### config.mk
export PLATFORM = sky130hd
export DESIGN_NAME = servo_status_packet_parser
export DESIGN_NICKNAME = d
export VERILOG_FILES = /design/src/design/sspp_pkg.sv /design/src/design/sspp_engine.sv /design/src/design/servo_status_packet_parser.sv
export VERILOG_INCLUDE_DIRS = /design/src /design/src/design
export SDC_FILE = /design/constraint.sdc
export NUM_CORES = 1
export LEC_CHECK = 0
export BUFFER_PORTS_ARGS = -buffer_cell sky130_fd_sc_hd__buf_4
export CORE_UTILIZATION = 59
export DETAILED_ROUTE_END_ITERATION = 10
export PLACE_DENSITY = 0.89
export SETUP_SLACK_MARGIN = 0.5
export SLEW_MARGIN = 20
export SYNTH_ARGS = -nofsm -noshare
export SYNTH_HDL_FRONTEND = slang
export SYNTH_SLANG_ARGS = --single-unit
### constraint.sdc
create_clock -name clk -period 4.6 [get_ports clk]
set_input_delay 0.46 -clock clk [delete_from_list [all_inputs] [get_ports clk]]
set_output_delay 0.46 -clock clk [all_outputs]
set_load 0.05 [all_outputs]
### src/design/servo_status_packet_parser_assert.svh
// assertion macros used by the parser rtl
`ifndef SERVO_STATUS_PACKET_PARSER_ASSERT_SVH
`define SERVO_STATUS_PACKET_PARSER_ASSERT_SVH

// check that holds in the same cycle as the trigger
`define SSPP_ASSERT_NOW(lbl, trig, chk, msg) \
	lbl: assert property (@(posedge clk) disable iff (!arst_n) (trig) |-> (chk)) \
		else $error(msg);

// check that holds in the cycle after the trigger
`define SSPP_ASSERT_NEXT(lbl, trig, chk, msg) \
	lbl: assert property (@(posedge clk) disable iff (!arst_n) (trig) |=> (chk)) \
		else $error(msg);

`endif

### src/design/sspp_pkg.sv
package sspp_pkg;

	localparam int MAX_PARAMS_DEF = 4;
	localparam int PARAM_SLOTS    = 4;
	localparam int BYTE_W         = 8;
	localparam int COUNT_W        = 3;
	localparam int TDATA_IN_W     = 8;
	localparam int TDATA_OUT_W    = 56;

	localparam logic [BYTE_W-1:0] HDR_BYTE = 8'hFF;
	localparam logic [BYTE_W-1:0] LEN_MIN  = 8'd2;

	// phase codes
	localparam logic [2:0] PH_HUNT1 = 3'd0;
	localparam logic [2:0] PH_HUNT2 = 3'd1;
	localparam logic [2:0] PH_ID    = 3'd2;
	localparam logic [2:0] PH_LEN   = 3'd3;
	localparam logic [2:0] PH_ERR   = 3'd4;
	localparam logic [2:0] PH_PARAM = 3'd5;
	localparam logic [2:0] PH_CHECK = 3'd6;

	typedef struct packed {
		logic [PARAM_SLOTS-1:0][BYTE_W-1:0] params;
		logic [COUNT_W-1:0]                 param_count;
		logic [BYTE_W-1:0]                  error_flags;
		logic [BYTE_W-1:0]                  status_id;
	} sspp_result_t;

endpackage

### src/design/sspp_engine.sv
module sspp_engine
	import sspp_pkg::*;
#(
	parameter int MAX_PARAMS = MAX_PARAMS_DEF
) (
	input  logic               clk,
	input  logic               arst_n,
	input  logic               step,
	input  logic [BYTE_W-1:0]  rx_byte,
	output logic               emit,
	output sspp_result_t       result
);

	localparam logic [BYTE_W-1:0] LEN_MAX = BYTE_W'(MAX_PARAMS + 2);

	logic [2:0]         phase_q, phase_d;
	logic [BYTE_W-1:0]  sum_q, sum_d;
	logic [BYTE_W-1:0]  id_q, id_d;
	logic [BYTE_W-1:0]  err_q, err_d;
	logic [COUNT_W-1:0] exp_q, exp_d;
	logic [COUNT_W-1:0] idx_q, idx_d;
	logic [BYTE_W-1:0]  store_q [MAX_PARAMS];
	logic [PARAM_SLOTS-1:0][BYTE_W-1:0] param_view;

	always_comb begin
		phase_d = phase_q;
		sum_d   = sum_q;
		id_d    = id_q;
		err_d   = err_q;
		exp_d   = exp_q;
		idx_d   = idx_q;
		unique case (phase_q)
			PH_HUNT2: begin
				phase_d = (rx_byte == HDR_BYTE) ? PH_ID : PH_HUNT1;
			end
			PH_ID: begin
				id_d    = rx_byte;
				phase_d = PH_LEN;
			end
			PH_LEN: begin
				if (rx_byte >= LEN_MIN && rx_byte <= LEN_MAX) begin
					sum_d   = id_q + rx_byte;
					exp_d   = COUNT_W'(rx_byte - LEN_MIN);
					idx_d   = '0;
					phase_d = PH_ERR;
				end else begin
					phase_d = PH_HUNT1;
				end
			end
			PH_ERR: begin
				err_d   = rx_byte;
				sum_d   = sum_q + rx_byte;
				phase_d = (exp_q == '0) ? PH_CHECK : PH_PARAM;
			end
			PH_PARAM: begin
				sum_d = sum_q + rx_byte;
				idx_d = idx_q + 1'b1;
				if (idx_d >= exp_q) begin
					phase_d = PH_CHECK;
				end
			end
			PH_CHECK: begin
				phase_d = PH_HUNT1;
			end
			default: begin
				// hunt1 and the unused code
				phase_d = (rx_byte == HDR_BYTE) ? PH_HUNT2 : PH_HUNT1;
			end
		endcase
	end

	always_ff @(posedge clk or negedge arst_n) begin
		if (!arst_n) begin
			phase_q <= PH_HUNT1;
			sum_q   <= '0;
			id_q    <= '0;
			err_q   <= '0;
			exp_q   <= '0;
			idx_q   <= '0;
		end else if (step) begin
			phase_q <= phase_d;
			sum_q   <= sum_d;
			id_q    <= id_d;
			err_q   <= err_d;
			exp_q   <= exp_d;
			idx_q   <= idx_d;
		end
	end

	// parameter bytes, each entry written only on its own index
	for (genvar i = 0; i < MAX_PARAMS; i++) begin : g_store
		always_ff @(posedge clk) begin
			if (step && phase_q == PH_PARAM && idx_q == COUNT_W'(i)) begin
				store_q[i] <= rx_byte;
			end
		end
	end

	for (genvar i = 0; i < PARAM_SLOTS; i++) begin : g_view
		if (i < MAX_PARAMS) begin : g_used
			assign param_view[i] = (COUNT_W'(i) < exp_q) ? store_q[i] : '0;
		end else begin : g_unused
			assign param_view[i] = '0;
		end
	end

	assign emit = (phase_q == PH_CHECK) && (rx_byte == ~sum_q);

	always_comb begin
		result.status_id   = id_q;
		result.error_flags = err_q;
		result.param_count = exp_q;
		result.params      = param_view;
	end

endmodule

### src/design/servo_status_packet_parser.sv
// channel | dir | tdata fields (lowest bit up)                  | tuser / tlast
// s_*     | in  | rx_byte[7:0]                                  | none
// m_*     | out | status_id, error_flags, param_count,          | none
//         |     | param_0..param_3, zero pad to 56 bits          |
//
// one word per cycle sustained unless stalled; the accepting edge loads the input
// register, and a checksum byte's result word goes on into the output register
// the phase machine and one 8-bit add decide the rate: a single pass per byte
// arst_n clears the phase to header hunting and empties both registers
// a result held in the output register stalls input only when the byte
// in the input register is a passing checksum that needs the output slot
`include "servo_status_packet_parser_assert.svh"

module servo_status_packet_parser
	import sspp_pkg::*;
#(
	parameter int MAX_PARAMS = MAX_PARAMS_DEF
) (
	input  logic                   clk,
	input  logic                   arst_n,
	input  logic                   s_tvalid,
	output logic                   s_tready,
	input  logic [TDATA_IN_W-1:0]  s_tdata,   // rx_byte[7:0]
	output logic                   m_tvalid,
	input  logic                   m_tready,
	output logic [TDATA_OUT_W-1:0] m_tdata    // status_id[7:0], error_flags[15:8],
	                                          // param_count[18:16], param_0[26:19],
	                                          // param_1[34:27], param_2[42:35],
	                                          // param_3[50:43], zeros[55:51]
);

	localparam int PAD_W = TDATA_OUT_W - $bits(sspp_result_t);

	// input register
	logic              v_s1_q;
	logic [BYTE_W-1:0] byte_s1;

	// output register
	logic              out_valid_q;
	sspp_result_t      out_q;

	logic              emit;
	sspp_result_t      result;
	logic              adv;

	// the byte in s1 moves on unless it needs the output slot and that is held
	assign adv      = v_s1_q && (!emit || !out_valid_q || m_tready);
	assign s_tready = !v_s1_q || adv;

	always_ff @(posedge clk or negedge arst_n) begin
		if (!arst_n) begin
			v_s1_q <= 1'b0;
		end else if (s_tready) begin
			v_s1_q <= s_tvalid;
		end
	end

	always_ff @(posedge clk) begin
		if (s_tvalid && s_tready) begin
			byte_s1 <= s_tdata[BYTE_W-1:0];
		end
	end

	sspp_engine #(
		.MAX_PARAMS (MAX_PARAMS)
	) u_engine (
		.clk     (clk),
		.arst_n  (arst_n),
		.step    (adv),
		.rx_byte (byte_s1),
		.emit    (emit),
		.result  (result)
	);

	// result word register
	always_ff @(posedge clk or negedge arst_n) begin
		if (!arst_n) begin
			out_valid_q <= 1'b0;
		end else if (adv && emit) begin
			out_valid_q <= 1'b1;
		end else if (m_tready) begin
			out_valid_q <= 1'b0;
		end
	end

	always_ff @(posedge clk) begin
		if (adv && emit) begin
			out_q <= result;
		end
	end

	assign m_tvalid = out_valid_q;
	assign m_tdata  = {PAD_W'(0), out_q};

	// input stalls only behind a held result with a checksum byte waiting
	`SSPP_ASSERT_NOW(a_stall_cause, !s_tready, v_s1_q && out_valid_q && !m_tready, "unexpected input stall")
	// a stalled byte must not be overwritten
	`SSPP_ASSERT_NEXT(a_stall_hold, !s_tready, $stable(byte_s1) && v_s1_q, "stalled byte lost")
	// count never exceeds the configured parameter limit
	`SSPP_ASSERT_NOW(a_count_range, out_valid_q, out_q.param_count <= COUNT_W'(MAX_PARAMS), "param_count out of range")
	// absent parameters read as zero
	`SSPP_ASSERT_NOW(a_param_zero, out_valid_q && out_q.param_count == '0, out_q.params == '0, "absent parameter not zero")

endmodule
==> summary.txt <==
Yosys warning count = 0
f_max = 328 MHz
ys async rst share = 0.278
Top Ports = 70
ANT nets after route = 0
crit path time final = 3.05 ns
worst rel slew slack = 0.287
status = complete, no violations
Worst setup EP type = output pin
crit-path max FO = 14
Max VDD drop = 0.401 mV
critical path launch point type = flip-flop
Logic pwr share = 0.195
Starting Density = 0.617
PD cells = 535 nW/um^2
routed len/inst = 17.4 um
CP required = 4.14 ns
post-synthesis cell type count = 44
largest area contributor in the netlist = edfxtp_1
Longest Clk Path Bufs = 2
initial antenna violation count = 0
critical path buffer and inverter count = 1
Num CTS Buffers = 17
Post-synth EDFFs = 91
synthesized instance count = 340
number of H-tree levels = 4
fraction of layout cells with a size suffix above 1 = 0.299
port buffer count = 64
CTS tree = yes
Reg2Reg Launch Point = u_engine.phase_q[2]
Layout Nets = 445
clock sink total = 126
GRT overflow = 0
final WL = 9.28 mm
Syn Std Cell Area = 5140 sq um
CP Launch Point = byte_s1[1]
diode count = 0
Area growth, synth to finish = 20.9%
Power, Total = 3.33 mW
min-delay src = s_tdata[6]
Die Ht = 95.4 um
syn_area_per_cell = 15.1 sq um
RSZ-0062 raised after global routing = false
Worst Tran Pin Value = 1.06 ns
clock insertion delay at the later pin of the skew report = 0.52 ns
DR iter-0 viols = 201
area of the die = 9100 sq um
Synth area leaders = edfxtp_1 (53%), dfrtp_1 (17%), mux2_2 (5.9%), ha_1 (3.9%), nor2b_1 (3.4%)
drt first pass iters = 4
routability cong. = 0.889
Hold Path Class = in2reg
Slowest-stage cell, CP = edfxtp_1
Setup TNS = 0 ns
cts hold-fix bufs = 1
clock network fraction of design power = 0.341
core footprint = 8340 sq um
CP Cell Sequence = xor2_1 -> nand4_1 -> or4_4 -> or2_4 -> buf_4
area of the multi-input gates = 1450 sq um
Reg area = 3610 sq um
critical path class = reg2out
fin crit share = 0.663
via count = 2926
post-synthesis register bit count = 126
row count = 33
Sw Share = 0.289
Yosys top cell area share = 0.531
Pins Over Slew Limit = 0
die width = 95.4 um
endpoints failing setup = 0
Psw = 0.961 mW
most frequent cell after synthesis = edfxtp_1
vias in the first global route = 3028
detailed-route vias per instance = 5.49
critical path arrival = 2.59 ns
Fin. Hold Viols = 0
first-pass GRT wire length = 14.7 mm
GRT Util Overall = 0.229
CTS root buf = clkbuf_8
DRC violations left = 0
MaxCap Viol Count = 0
CP max stage delay = 0.70 ns
largest net degree at the start of global routing = 52
hpwl dp = 5.82 mm
CTS resizes = 0
sequential area share after synthesis = 0.702
setup bufs post-CTS = 0
internal power = 2.36 mW
clk_skew = 0.00680 ns
clock-pin slew on the worst setup and hold paths = 0.06 ns
Top FF cell, synth = edfxtp_1
Leak = 2.44 nW
most common library cells after synthesis = edfxtp_1 (91), dfrtp_1 (35), nand2_1 (29)
Top delay family on crit path = simple AND/OR/NAND/NOR gates
sequential share of power = 0.463
fillcell total = 522
## routing by layer
metal / routed length (um) / vias to the layer above / part of all wire / GRT usage
met4: 255 / 0 / 0.027 / 0.142
met1: 3710 / 1419 / 0.40 / 0.271
met2: 4690 / 114 / 0.51 / 0.365
met5: 0 / - / 0 / 0
met3: 622 / 22 / 0.067 / 0.0742
li1: - / 1371 / - / -
## metrics by stage
step                      area, sq um  cells  utilization  worst slack [ns]  hold WS, ns
after floorplan                  5160    344            -              2.02        0.164
after global placement           5700    501        0.684              1.66        0.430
after detailed placement         5700    501        0.684              1.56        0.436
after CTS                        6220    533        0.746              1.52       0.0930
after global routing             6220    533        0.746              1.36       0.0942
final                            6220    533        0.746              1.55        0.111
## worst paths after layout
kind                                            end  slack, ns  cells after the start
worst min-delay path                     byte_s1[6]       0.11                      1
worst max register to register    u_engine.sum_q[7]       1.64                      9
min in group asynchronous          u_engine.id_q[6]       0.43                      2
worst max-delay path                       s_tready       1.55                      5
worst min register to register          m_tdata[11]       0.45                      0
max in group asynchronous       u_engine.phase_q[0]       3.85                      2
## cell usage in the layout (no fill, tap or decap), types with 2 or more instances in the layout
| master | instances |
|---|---|
| a21o_1 | 3 |
| a21oi_1 | 5 |
| a22o_1 | 2 |
| and2_1 | 9 |
| and3_1 | 4 |
| buf_4 | 64 |
| clkbuf_16 | 16 |
| clkinv_2 | 5 |
| clkinvlp_4 | 4 |
| conb_1 | 5 |
| dfrtp_1 | 35 |
| edfxtp_1 | 91 |
| ha_1 | 16 |
| inv_1 | 10 |
| inv_6 | 3 |
| mux2_2 | 27 |
| mux2i_1 | 2 |
| nand2_1 | 29 |
| nand2b_1 | 5 |
| nand3_1 | 4 |
| nand4_1 | 3 |
| nor2_1 | 7 |
| nor2b_1 | 28 |
| nor3_1 | 4 |
| nor4_1 | 3 |
| o211ai_1 | 2 |
| o21ai_0 | 4 |
| o31ai_1 | 3 |
| xnor2_1 | 5 |
| xor2_1 | 10 |
## worst reg2reg max path: cells and delay by family, from the launching register on
kind,cells,cell delay [ns]
mux,1,0.25
flops,1,0.53
fa+ha+maj,1,0.26
compound gates,3,0.73
xor+xnor,1,0.09
simple gates,3,0.97
## layout make-up
cell class	count	area share
sequential	126	0.580
multi-input combinational	196	0.232
timing repair buffer	65	0.0788
clock buffer	17	0.0666
tap	105	0.0211
clock inverter	14	0.0151
inverter	10	0.00603
## power by group through the flow
stage	Combinational [mW]	Clock, mW	Sequential, mW
global placement	0.604	0	1.55
finish	0.650	1.14	1.54
floorplan	0.543	0	1.49
detailed placement	0.631	0	1.56
CTS	0.654	1.15	1.54
global route	0.737	1.20	1.56
## state kept, by name, summed over array words and instances, names as in the netlist
| signal | count |
|---|---|
| u_engine.err_q | 8 |
| byte_s1 | 8 |
| m_tvalid | 1 |
| u_engine.phase_q | 3 |
| u_engine.id_q | 8 |
| m_tdata | 51 |
| u_engine.exp_q | 3 |
| u_engine.idx_q | 3 |
| u_engine.store_q | 32 |
| v_s1_q | 1 |
| u_engine.sum_q | 8 |
## cell families after synthesis
| family | count (synthesis) | synth area share |
|---|---|---|
| AOI/OAI and AO/OA | 26 | 0.0353 |
| buffers and inverters | 22 | 0.0207 |
| other | 1 | 0.000729 |
| muxes | 29 | 0.0630 |
| xor gates and xnor gates | 15 | 0.0255 |
| DFF | 126 | 0.702 |
| adders and majority gates | 17 | 0.0428 |
| and+or+nand+nor | 104 | 0.110 |
Note: power is estimated with default switching activity, not from simulation.
